==> config.mk <==
export PLATFORM = sky130hd
export DESIGN_NAME = xml_entity_unescape_utf8_core
export DESIGN_NICKNAME = d
export VERILOG_FILES = /design/src/rtl/xeu_pkg.sv /design/src/rtl/xeu_front.sv /design/src/rtl/xeu_fifo.sv /design/src/rtl/xeu_back.sv /design/src/rtl/xml_entity_unescape_utf8_core.sv
export SDC_FILE = /design/constraint.sdc
export NUM_CORES = 1
export LEC_CHECK = 0
export BUFFER_PORTS_ARGS = -buffer_cell sky130_fd_sc_hd__buf_4
export CAP_MARGIN = 40
export CORE_MARGIN = 3
export CORE_UTILIZATION = 43
export CTS_CLUSTER_DIAMETER = 50
export DETAILED_ROUTE_END_ITERATION = 7
export PLACE_DENSITY = 0.65
export SLEW_MARGIN = 15
export SYNTH_ARGS = -nofsm -noshare
export SYNTH_HDL_FRONTEND = slang
export SYNTH_SLANG_ARGS = --single-unit
==> constraint.sdc <==
create_clock -name clk_i -period 9.82 [get_ports clk_i]
set_input_delay 1.964 -clock clk_i [delete_from_list [all_inputs] [get_ports clk_i]]
set_output_delay 1.964 -clock clk_i [all_outputs]
set_load 0.005 [all_outputs]
==> src/rtl/xeu_pkg.sv <==
`default_nettype none

package xeu_pkg;

  localparam int unsigned MAX_LOOKAHEAD_DEF = 16;
  localparam int unsigned QUEUE_DEPTH       = 4;
  localparam int unsigned QUEUE_AW          = $clog2(QUEUE_DEPTH);

  localparam int unsigned CP_W  = 21;
  localparam int unsigned ACC_W = CP_W + 4;

  localparam logic [CP_W-1:0]  CP_2B    = 21'h000080;
  localparam logic [CP_W-1:0]  CP_3B    = 21'h000800;
  localparam logic [CP_W-1:0]  CP_4B    = 21'h010000;
  localparam logic [ACC_W-1:0] CP_LIMIT = 25'h0110000;

  localparam logic [7:0] CH_AMP  = 8'h26;
  localparam logic [7:0] CH_SEMI = 8'h3B;
  localparam logic [7:0] CH_HASH = 8'h23;
  localparam logic [7:0] CH_LT   = 8'h3C;
  localparam logic [7:0] CH_GT   = 8'h3E;
  localparam logic [7:0] CH_QUOT = 8'h22;
  localparam logic [7:0] CH_APOS = 8'h27;
  localparam logic [7:0] CH_LO_A = 8'h61;
  localparam logic [7:0] CH_LO_G = 8'h67;
  localparam logic [7:0] CH_LO_L = 8'h6C;
  localparam logic [7:0] CH_LO_M = 8'h6D;
  localparam logic [7:0] CH_LO_O = 8'h6F;
  localparam logic [7:0] CH_LO_P = 8'h70;
  localparam logic [7:0] CH_LO_Q = 8'h71;
  localparam logic [7:0] CH_LO_S = 8'h73;
  localparam logic [7:0] CH_LO_T = 8'h74;
  localparam logic [7:0] CH_LO_U = 8'h75;
  localparam logic [7:0] CH_LO_X = 8'h78;
  localparam logic [7:0] CH_UP_X = 8'h58;

  typedef struct packed {
    logic [7:0] in_byte;
    logic       span_end;
  } in_req_t;

  typedef struct packed {
    logic [7:0] out_byte;
    logic       last;
  } out_req_t;

  typedef struct packed {
    logic [7:0] data;
    logic       span_end;
    logic       amp;
    logic       semi;
    logic       dec_ok;
    logic       hex_ok;
    logic       xch;
    logic [3:0] dval;
  } tok_t;

  typedef enum logic [1:0] {
    ST_RUN,
    ST_UTF,
    ST_LIT,
    ST_REP
  } back_state_e;

endpackage

`default_nettype wire

==> src/rtl/xeu_front.sv <==
`default_nettype none

module xeu_front (
  input  wire logic             in_valid_i,
  output logic                  in_ready_o,
  input  wire xeu_pkg::in_req_t in_req_i,
  input  wire logic             q_full_i,
  output logic                  push_o,
  output xeu_pkg::tok_t         tok_o
);
  import xeu_pkg::*;

  logic [7:0] b;

  assign b          = in_req_i.in_byte;
  assign in_ready_o = !q_full_i;
  assign push_o     = in_valid_i && !q_full_i;

  always_comb begin
    tok_o          = '0;
    tok_o.data     = b;
    tok_o.span_end = in_req_i.span_end;
    tok_o.amp      = (b == CH_AMP);
    tok_o.semi     = (b == CH_SEMI);
    tok_o.dec_ok   = b inside {[8'h30:8'h39]};
    tok_o.hex_ok   = b inside {[8'h30:8'h39], [8'h41:8'h46], [8'h61:8'h66]};
    tok_o.xch      = (b == CH_LO_X) || (b == CH_UP_X);
    tok_o.dval     = tok_o.dec_ok ? b[3:0] : b[3:0] + 4'd9;
  end

endmodule

`default_nettype wire

==> src/rtl/xeu_fifo.sv <==
`default_nettype none

module xeu_fifo (
  input  wire logic          clk_i,
  input  wire logic          rst_ni,
  input  wire logic          push_i,
  input  wire xeu_pkg::tok_t push_tok_i,
  output logic               full_o,
  input  wire logic          pop_i,
  output logic               valid_o,
  output xeu_pkg::tok_t      head_o
);
  import xeu_pkg::*;

  localparam logic [QUEUE_AW-1:0] LAST_PTR = QUEUE_AW'(QUEUE_DEPTH - 1);
  localparam logic [QUEUE_AW:0]   FULL_CNT = (QUEUE_AW + 1)'(QUEUE_DEPTH);

  tok_t                mem_q [QUEUE_DEPTH];
  logic [QUEUE_AW-1:0] wp_q, wp_d, rp_q, rp_d;
  logic [QUEUE_AW:0]   cnt_q, cnt_d;
  logic                do_pop;

  assign full_o  = (cnt_q == FULL_CNT);
  assign valid_o = (cnt_q != '0);
  assign head_o  = mem_q[rp_q];
  assign do_pop  = pop_i && valid_o;

  always_comb begin
    wp_d  = push_i ? ((wp_q == LAST_PTR) ? '0 : wp_q + 1'b1) : wp_q;
    rp_d  = do_pop ? ((rp_q == LAST_PTR) ? '0 : rp_q + 1'b1) : rp_q;
    cnt_d = cnt_q;
    if (push_i && !do_pop) begin
      cnt_d = cnt_q + 1'b1;
    end else if (!push_i && do_pop) begin
      cnt_d = cnt_q - 1'b1;
    end
  end

  always_ff @(posedge clk_i or negedge rst_ni) begin
    if (!rst_ni) begin
      wp_q  <= '0;
      rp_q  <= '0;
      cnt_q <= '0;
    end else begin
      wp_q  <= wp_d;
      rp_q  <= rp_d;
      cnt_q <= cnt_d;
    end
  end

  always_ff @(posedge clk_i) begin
    if (push_i) begin
      mem_q[wp_q] <= push_tok_i;
    end
  end

endmodule

`default_nettype wire

==> src/rtl/xeu_back.sv <==
`default_nettype none

module xeu_back #(
  parameter int unsigned MAX_LOOKAHEAD = xeu_pkg::MAX_LOOKAHEAD_DEF
) (
  input  wire logic          clk_i,
  input  wire logic          rst_ni,
  input  wire logic          tok_valid_i,
  input  wire xeu_pkg::tok_t tok_i,
  output logic               tok_pop_o,
  output logic               out_valid_o,
  input  wire logic          out_ready_i,
  output xeu_pkg::out_req_t  out_req_o
);
  import xeu_pkg::*;

  localparam int unsigned IW     = $clog2(MAX_LOOKAHEAD);
  localparam int unsigned PD     = MAX_LOOKAHEAD - 1;
  localparam logic [IW-1:0] PD_IDX = IW'(PD);

  back_state_e      st_q, st_d;
  logic             in_ent_q, in_ent_d;
  logic [IW-1:0]    cnt_q, cnt_d;
  logic [IW-1:0]    rd_q, rd_d;
  logic [IW-1:0]    rep_end_q, rep_end_d;
  logic             rep_se_q, rep_se_d;
  logic [1:0]       k_q, k_d, nm1_q, nm1_d;

  tok_t             buf_q [MAX_LOOKAHEAD];
  logic [7:0]       head_q [4];

  logic [CP_W-1:0]  cp_q, cp_d;
  logic             big_q, big_d, bad_q, bad_d, hex_q, hex_d;

  logic [7:0]       hold_q;
  logic             hold_v_q, hold_fin_q;
  out_req_t         out_q;
  logic             out_v_q;

  tok_t             rd_tok, cur_tok;
  logic             cur_e;
  logic             want, done, wr_en, buffering, ent_start, fin_step;
  logic [7:0]       pbyte;
  logic             avail, go, out_free, can_prod, ship;

  logic             is_lt, is_gt, is_amp, is_quot, is_apos, is_num;
  logic [1:0]       nm_new;
  logic [ACC_W-1:0] acc_hex, acc_dec, acc;
  logic             dig_ok;

  function automatic logic [7:0] utf8_byte(input logic [CP_W-1:0] cp,
                                           input logic [1:0] nm1,
                                           input logic [1:0] k);
    logic [1:0] sh;
    logic [7:0] r;
    sh = nm1 - k;
    r  = '0;
    if (k == 2'd0) begin
      case (nm1)
        2'd0:    r = {1'b0, cp[6:0]};
        2'd1:    r = {3'b110, cp[10:6]};
        2'd2:    r = {4'b1110, cp[15:12]};
        default: r = {5'b11110, cp[20:18]};
      endcase
    end else begin
      case (sh)
        2'd0:    r = {2'b10, cp[5:0]};
        2'd1:    r = {2'b10, cp[11:6]};
        default: r = {2'b10, cp[17:12]};
      endcase
    end
    return r;
  endfunction

  assign rd_tok  = buf_q[rd_q];
  assign cur_tok = (st_q == ST_REP) ? rd_tok : tok_i;
  assign cur_e   = (st_q == ST_REP) ? (rep_se_q && (rd_q == rep_end_q)) : tok_i.span_end;

  assign is_lt   = (cnt_q == IW'(2)) && (head_q[0] == CH_LO_L) && (head_q[1] == CH_LO_T);
  assign is_gt   = (cnt_q == IW'(2)) && (head_q[0] == CH_LO_G) && (head_q[1] == CH_LO_T);
  assign is_amp  = (cnt_q == IW'(3)) && (head_q[0] == CH_LO_A) && (head_q[1] == CH_LO_M)
                   && (head_q[2] == CH_LO_P);
  assign is_quot = (cnt_q == IW'(4)) && (head_q[0] == CH_LO_Q) && (head_q[1] == CH_LO_U)
                   && (head_q[2] == CH_LO_O) && (head_q[3] == CH_LO_T);
  assign is_apos = (cnt_q == IW'(4)) && (head_q[0] == CH_LO_A) && (head_q[1] == CH_LO_P)
                   && (head_q[2] == CH_LO_O) && (head_q[3] == CH_LO_S);
  assign is_num  = (cnt_q >= IW'(2)) && (head_q[0] == CH_HASH);

  assign nm_new  = (cp_q < CP_2B) ? 2'd0 :
                   (cp_q < CP_3B) ? 2'd1 :
                   (cp_q < CP_4B) ? 2'd2 : 2'd3;

  assign acc_hex = {cp_q, cur_tok.dval};
  assign acc_dec = ({4'b0, cp_q} << 3) + ({4'b0, cp_q} << 1) + ACC_W'(cur_tok.dval);
  assign acc     = hex_q ? acc_hex : acc_dec;
  assign dig_ok  = hex_q ? cur_tok.hex_ok : cur_tok.dec_ok;

  always_comb begin
    st_d      = st_q;
    in_ent_d  = in_ent_q;
    cnt_d     = cnt_q;
    rd_d      = rd_q;
    rep_end_d = rep_end_q;
    rep_se_d  = rep_se_q;
    k_d       = k_q;
    nm1_d     = nm1_q;
    want      = 1'b0;
    pbyte     = '0;
    done      = 1'b0;
    wr_en     = 1'b0;
    buffering = 1'b0;
    ent_start = 1'b0;
    fin_step  = 1'b0;
    case (st_q)
      ST_RUN, ST_REP: begin
        if (!in_ent_q) begin
          if (cur_tok.amp && !cur_e) begin
            in_ent_d  = 1'b1;
            cnt_d     = '0;
            ent_start = 1'b1;
          end else begin
            want  = 1'b1;
            pbyte = cur_tok.data;
          end
          fin_step = 1'b1;
        end else if (cur_tok.semi && (st_q == ST_RUN)) begin
          in_ent_d = 1'b0;
          if (is_lt || is_gt || is_amp || is_quot || is_apos) begin
            want  = 1'b1;
            pbyte = is_lt ? CH_LT : is_gt ? CH_GT : is_amp ? CH_AMP :
                    is_quot ? CH_QUOT : CH_APOS;
            cnt_d = '0;
            done  = 1'b1;
          end else if (is_num) begin
            cnt_d = '0;
            if (big_q) begin
              done = 1'b1;
            end else begin
              want  = 1'b1;
              pbyte = utf8_byte(cp_q, nm_new, 2'd0);
              if (nm_new == 2'd0) begin
                done = 1'b1;
              end else begin
                st_d  = ST_UTF;
                k_d   = 2'd1;
                nm1_d = nm_new;
              end
            end
          end else begin
            want  = 1'b1;
            pbyte = CH_AMP;
            rd_d  = '0;
            st_d  = ST_LIT;
          end
        end else if ((cnt_q == PD_IDX) || cur_e) begin
          want      = 1'b1;
          pbyte     = CH_AMP;
          wr_en     = 1'b1;
          rep_end_d = cnt_q;
          rep_se_d  = cur_e;
          rd_d      = '0;
          in_ent_d  = 1'b0;
          cnt_d     = '0;
          st_d      = ST_REP;
        end else begin
          wr_en     = 1'b1;
          buffering = 1'b1;
          cnt_d     = cnt_q + 1'b1;
          fin_step  = 1'b1;
        end
        if (fin_step) begin
          if (st_q == ST_RUN) begin
            done = 1'b1;
          end else if (rd_q == rep_end_q) begin
            done = 1'b1;
            st_d = ST_RUN;
          end else begin
            rd_d = rd_q + 1'b1;
          end
        end
      end
      ST_UTF: begin
        want  = 1'b1;
        pbyte = utf8_byte(cp_q, nm1_q, k_q);
        if (k_q == nm1_q) begin
          done = 1'b1;
          st_d = ST_RUN;
        end else begin
          k_d = k_q + 1'b1;
        end
      end
      ST_LIT: begin
        want = 1'b1;
        if (rd_q == cnt_q) begin
          pbyte = CH_SEMI;
          cnt_d = '0;
          done  = 1'b1;
          st_d  = ST_RUN;
        end else begin
          pbyte = rd_tok.data;
          rd_d  = rd_q + 1'b1;
        end
      end
      default: begin
        st_d = ST_RUN;
      end
    endcase
  end

  always_comb begin
    cp_d  = cp_q;
    big_d = big_q;
    bad_d = bad_q;
    hex_d = hex_q;
    if (ent_start) begin
      cp_d  = '0;
      big_d = 1'b0;
      bad_d = 1'b0;
      hex_d = 1'b0;
    end else if (buffering && (cnt_q != '0)) begin
      if ((cnt_q == IW'(1)) && cur_tok.xch) begin
        hex_d = 1'b1;
      end else if (!bad_q) begin
        if (!dig_ok) begin
          bad_d = 1'b1;
          big_d = 1'b0;
          cp_d  = '0;
        end else if (!big_q) begin
          if (acc >= CP_LIMIT) begin
            big_d = 1'b1;
          end else begin
            cp_d = acc[CP_W-1:0];
          end
        end
      end
    end
  end

  assign avail     = (st_q == ST_RUN) ? tok_valid_i : 1'b1;
  assign out_free  = !out_v_q || out_ready_i;
  assign can_prod  = !hold_v_q || out_free;
  assign go        = avail && (!want || can_prod);
  assign ship      = hold_v_q && out_free && (hold_fin_q || (go && want));
  assign tok_pop_o = go && (st_q == ST_RUN);

  assign out_valid_o = out_v_q;
  assign out_req_o   = out_q;

  always_ff @(posedge clk_i or negedge rst_ni) begin
    if (!rst_ni) begin
      st_q       <= ST_RUN;
      in_ent_q   <= 1'b0;
      cnt_q      <= '0;
      rd_q       <= '0;
      rep_end_q  <= '0;
      rep_se_q   <= 1'b0;
      k_q        <= '0;
      nm1_q      <= '0;
      hold_v_q   <= 1'b0;
      hold_fin_q <= 1'b0;
      out_v_q    <= 1'b0;
    end else begin
      if (go) begin
        st_q      <= st_d;
        in_ent_q  <= in_ent_d;
        cnt_q     <= cnt_d;
        rd_q      <= rd_d;
        rep_end_q <= rep_end_d;
        rep_se_q  <= rep_se_d;
        k_q       <= k_d;
        nm1_q     <= nm1_d;
      end
      if (go && want) begin
        hold_v_q   <= 1'b1;
        hold_fin_q <= done;
      end else begin
        if (ship) begin
          hold_v_q <= 1'b0;
        end
        if (go && done) begin
          hold_fin_q <= 1'b1;
        end
      end
      if (ship) begin
        out_v_q <= 1'b1;
      end else if (out_ready_i) begin
        out_v_q <= 1'b0;
      end
    end
  end

  always_ff @(posedge clk_i) begin
    if (go && wr_en) begin
      buf_q[cnt_q] <= cur_tok;
      if (cnt_q < IW'(4)) begin
        head_q[cnt_q[1:0]] <= cur_tok.data;
      end
    end
    if (go) begin
      cp_q  <= cp_d;
      big_q <= big_d;
      bad_q <= bad_d;
      hex_q <= hex_d;
    end
    if (go && want) begin
      hold_q <= pbyte;
    end
    if (ship) begin
      out_q.out_byte <= hold_q;
      out_q.last     <= hold_fin_q;
    end
  end

`ifndef NO_ASSERTIONS
  a_rep_rd_in_range: assert property (@(posedge clk_i) disable iff (!rst_ni)
    (st_q == ST_REP) |-> (rd_q <= rep_end_q))
    else $error("replay read index past replay end");

  a_rep_wr_behind_rd: assert property (@(posedge clk_i) disable iff (!rst_ni)
    ((st_q == ST_REP) && go && wr_en) |-> (cnt_q < rd_q))
    else $error("replay write overtakes replay read");

  a_cnt_bound: assert property (@(posedge clk_i) disable iff (!rst_ni)
    cnt_q <= PD_IDX)
    else $error("pending count beyond lookahead");

  a_emit_closed: assert property (@(posedge clk_i) disable iff (!rst_ni)
    ((st_q == ST_UTF) || (st_q == ST_LIT)) |-> !in_ent_q)
    else $error("entity still open while emitting its expansion");
`endif

endmodule

`default_nettype wire

==> src/rtl/xml_entity_unescape_utf8_core.sv <==
`default_nettype none

// XML entity decoder to UTF-8 with valid/ready channels on both sides. A
// request carries one text byte and a span-end flag; each result carries one
// output byte, with last set on the final byte caused by that request. A front
// stage classifies each byte and pushes it into a 4-deep queue; the back end
// pops it and produces at most one output byte per cycle into a hold register
// and an output register, so input keeps flowing while a result waits. In the back
// end, a plain byte is passed on and a byte inside an open reference is stored;
// on the closing semicolon, a named reference yields one byte, a numeric one its
// n-byte UTF-8 sequence, and an unknown name is copied through between an
// ampersand and a semicolon; a flush (lookahead full or span end inside a
// reference) emits an ampersand, then replays each stored byte (up to
// MAX_LOOKAHEAD), and again for a nested flush at span end. The work per request
// is paced by the single output byte per cycle and the one lookahead read port.

module xml_entity_unescape_utf8_core #(
  parameter int unsigned MAX_LOOKAHEAD = xeu_pkg::MAX_LOOKAHEAD_DEF
) (
  input  wire logic              clk_i,
  input  wire logic              rst_ni,
  input  wire logic              in_valid_i,
  output logic                   in_ready_o,
  input  wire xeu_pkg::in_req_t  in_req_i,
  output logic                   out_valid_o,
  input  wire logic              out_ready_i,
  output xeu_pkg::out_req_t      out_req_o
);
  import xeu_pkg::*;

  logic q_full, q_push, q_valid, q_pop;
  tok_t push_tok, head_tok;

  xeu_front u_front (
    .in_valid_i (in_valid_i),
    .in_ready_o (in_ready_o),
    .in_req_i   (in_req_i),
    .q_full_i   (q_full),
    .push_o     (q_push),
    .tok_o      (push_tok)
  );

  xeu_fifo u_fifo (
    .clk_i      (clk_i),
    .rst_ni     (rst_ni),
    .push_i     (q_push),
    .push_tok_i (push_tok),
    .full_o     (q_full),
    .pop_i      (q_pop),
    .valid_o    (q_valid),
    .head_o     (head_tok)
  );

  xeu_back #(
    .MAX_LOOKAHEAD (MAX_LOOKAHEAD)
  ) u_back (
    .clk_i       (clk_i),
    .rst_ni      (rst_ni),
    .tok_valid_i (q_valid),
    .tok_i       (head_tok),
    .tok_pop_o   (q_pop),
    .out_valid_o (out_valid_o),
    .out_ready_i (out_ready_i),
    .out_req_o   (out_req_o)
  );

endmodule

`default_nettype wire
==> Flow_metrics.wiki <==
{| class="wikitable"
! Metric !! Value
|-
| Run status || finished, final reports clean
|-
| Die extent in y || 225.2 um
|-
| Share of the synthesized netlist area taken by xor and xnor gates || 0.01187
|-
| Worst Hold Slack || 0.4214 ns
|-
| Post-synthesis cell area || 20670 um^2
|-
| Via count of the first global-routing pass || 11930
|-
| Minimum setup slack among reg-to-reg paths || 3.20 ns
|-
| Setup TNS || 0 ns
|-
| Slew at the pin closest to its max-slew limit || 0.9780 ns
|-
| Endpoint kind of the worst setup timing path || flip-flop
|-
| Commonest non-fill, non-tap cells in the layout || edfxtp_1 (417), mux4_2 (100), nor2_1 (73)
|-
| Dominant combinational cell family by area after synthesis || multiplexers
|-
| Total nets after synthesis || 1387
|-
| End of the worst hold path || u_back.out_req_o[7]
|-
| Terminus of the critical flop-to-flop path || u_back.cp_q[5]
|-
| Reg clk slew, reported paths || 0.06 ns
|-
| Num Clock Sinks || 447
|-
| Area of the die || 50730 um^2
|-
| Static leakage power || 8.053 nW
|-
| Post-Syn Area per Cell || 15.90 um^2
|-
| Most frequent standard cell in the layout excluding fill and tap cells || edfxtp_1
|-
| Count of cells along the worst register-to-register path || 16
|-
| RSZ-0062 raised after global routing || no
|-
| Synthesized flop and latch total || 447
|-
| Area share of the largest cell type after synthesis || 0.6059
|-
| Main synth FF type || edfxtp_1
|-
| Clock Skew || 0.03199 ns
|-
| Ratio of cells with drive above 1 in the final layout || 0.1913
|-
| # setup viols final || 0
|-
| Maximum number of pins on one net before global-route repair || 48
|-
| Final Hold Vio Count || 0
|-
| Post-layout min period || 6.619 ns
|-
| Startpoint of the worst register-to-register path || u_back.rd_q[0]
|-
| Crit share post-route || 0.6741
|-
| Skew-Pair Late Insertion Delay || 0.57 ns
|-
| Launching instance or port of the critical path || u_back.rd_q[0]
|-
| Post-synthesis simple-gate area fraction || 0.07247
|-
| Portion of netlist area occupied by mux cells || 0.1359
|-
| CTS buffer count || 48
|-
| Sequential element share of the synthesized area || 0.6422
|-
| Number of enable flip-flop cells after synthesis || 417
|-
| Number of cells produced by synthesis || 1300
|-
| Post-layout power || 7.358 mW
|-
| Required time worst endpoint || 10.06 ns
|-
| I/O pin count || 24
|-
| Cell type with the highest aggregate area in the netlist || edfxtp_1
|-
| CTS tree || yes
|-
| CTS-repair resized insts || 0
|-
| Global-route wire length before repair || 72.48 mm
|-
| Total via count in the routed design || 11930
|-
| Nets || 1434
|-
| Clock tree root driver cell || clkbuf_16
|-
| Drt drc || 0
|-
| Antenna cells || 0
|-
| H-tree depth || 2
|-
| Post-synthesis compound-gate area fraction || 0.07047
|-
| Cell chain of the critical path || buf_4 > mux4_2 > mux4_2 > mux2_2 > ha_1 > ha_1 > fa_1 > a211oi_1 > o21ai_0 > a31o_2 > a221o_1 > a31o_2 > a21oi_1 > a31oi_1 > a211oi_2 > buf_4
|-
| Initial antenna violation count || 1
|-
| Number of max-cap violations || 0
|-
| Number of placement rows || 79
|-
| Hold Path Class || reg -> reg
|-
| Hold-fix buffer count after cts || 0
|-
| Starting Density || 0.4392
|-
| Hold Path Depth || 0
|-
| Highest clock frequency the design can meet || 151.1 MHz
|-
| Die boundary width || 225.2 um
|-
| Category of the worst setup path launch point || flip-flop
|-
| Overall Global Routing Usage || 0.1886
|-
| Number of vias per cell || 5.990
|-
| Proportion of synthesized flip-flops having asynchronous set or reset || 0.06711
|-
| Area added between synthesis and finish || 12.62%
|-
| Count of input and output buffers || 23
|-
| IR Drop Worst-Case VDD || 0.2550 mV
|-
| Max-slew violation total from the final report || 0
|-
| Total Routed Length || 47.39 mm
|-
| Overflow left after global routing || 0
|-
| Biggest cell delay along the critical path || 0.94 ns
|-
| Synth Warn # || 0
|-
| Remaining number of nets flagged by the antenna check after routing || 0
|-
| Relative max-transition margin || 0.3420
|-
| Adder and majority gate portion of the synthesized area || 0.04589
|-
| Top cells by area in the synthesized netlist || edfxtp_1 (61%), mux4_2 (11%), ha_1 (4.3%), dfrtp_1 (3.6%), a21oi_1 (1.4%)
|-
| Power density of the placed cells || 316.2 nW/um^2
|-
| Detailed placer's ending HPWL || 30.63 mm
|-
| Number of distinct library cells after synthesis || 81
|-
| CORE AREA || 47050 um^2
|-
| Data arrival time of the worst path || 6.86 ns
|-
| Maximum buffer depth of the clock tree || 3
|-
| DRT Pass-1 Iters || 6
|-
| Initial detailed-routing violation count || 1203
|-
| Total setup buffers inserted after CTS || 0
|-
| Detailed-route wire length per cell || 23.79 um
|-
| Highest-delay cell along the critical path || dfrtp_4
|-
| Routability-driven placement congestion ratio || 0.8672
|-
| Hold path startpoint || u_back.hold_q[6]
|-
| CP Max Fanout || 41
|-
| Worst setup path class || reg -> reg
|}
Yosys cell counts, drive strengths merged (8+ instances only):
master,number
and2,13
buf,21
a21o,11
a31oi,8
clkbuf,37
nor2,73
nand3,9
nor2b,10
xor2,12
o21ai,37
a21oi,58
and3,27
mux2,24
xnor2,16
inv,44
a211oi,19
dfrtp,30
ha,71
mux4,101
nand4,12
mux2i,26
edfxtp,417
nand2,68
nor3,15
power by group:
group	internal, mW	total [mW]	switching (mW)
logic	1.03	2.62	1.59
registers	2.67	2.88	0.205
clock network	1.12	1.86	0.737
total	4.82	7.36	2.54
sequential cells by signal, summed over array words and instances (netlist names), 2 cells and up:
name / flops
u_back.buf_q: 272
u_fifo.mem_q: 72
u_back.head_q: 32
u_back.cp_q: 21
u_back.out_req_o: 9
u_back.hold_q: 8
u_back.cnt_q: 4
u_back.rd_q: 4
u_back.rep_end_q: 4
u_fifo.cnt_q: 3
u_back.k_q: 2
u_back.nm1_q: 2
u_back.st_q: 2
u_fifo.rp_q: 2
u_fifo.wp_q: 2
cell type report:
cell class | count | area (um^2)
fill | 3927 | 23780
sequential | 447 | 13280
multi-input combinational | 750 | 6967
clock buffer | 56 | 1231
tap | 607 | 759.5
timing repair buffer | 55 | 455.4
clock inverter | 32 | 415.4
inverter | 45 | 168.9
critical path, delay by kind of cell (launching register included):
kind | cells | cell delay [ns]
adder cells (fa/ha/maj) | 3 | 0.93
AO/OA/AOI/OAI | 8 | 1.95
flip-flops | 1 | 0.94
buffers and inverters | 2 | 0.96
multiplexers | 3 | 1.46
layer usage:
layer	share of wire	track usage	routed length (um)	vias to the layer above
met1	0.42	0.2610	20080	6128
met5	0	0	0	-
met3	0.061	0.02788	2893	83
li1	-	-	-	5314
met4	0.027	0.05576	1261	0
met2	0.49	0.3134	23150	407
worst max-delay path by stage:
| stage | to | slack (ns) | cells after the start |
|---|---|---|---|
| 6_report | u_back.cp_q[5] | 3.20 | 16 |
| 2_1_floorplan | u_back.cp_q[0] | 2.49 | 19 |
| 5_1_grt | u_back.cp_q[3] | 2.80 | 16 |
| 3_3_place_gp | u_back.cp_q[0] | 3.22 | 16 |
| 4_1_cts | u_back.cp_q[3] | 3.10 | 16 |
| 3_5_place_dp | u_back.cp_q[0] | 3.12 | 16 |
stage by stage:
step / worst slack [ns] / instances / util / area, um^2
detailed placement: 3.115 / 1904 / 0.4597 / 21630
global placement: 3.215 / 1899 / 0.4580 / 21550
floorplan: 2.490 / 1300 / - / 20670
finish: 3.201 / 1992 / 0.4947 / 23270
CTS: 3.102 / 1992 / 0.4947 / 23270
global route: 2.798 / 1992 / 0.4947 / 23270
cells by family (layout without fill, tap and decap cells):
family | Yosys count | in the layout
DFF | 447 | 447
AOI/OAI and AO/OA | 213 | 213
xor gates and xnor gates | 28 | 28
adders and majority gates | 74 | 74
and+or+nand+nor | 284 | 284
muxes | 151 | 151
buffers and inverters | 103 | 188
(Power assumes the default switching activity.)
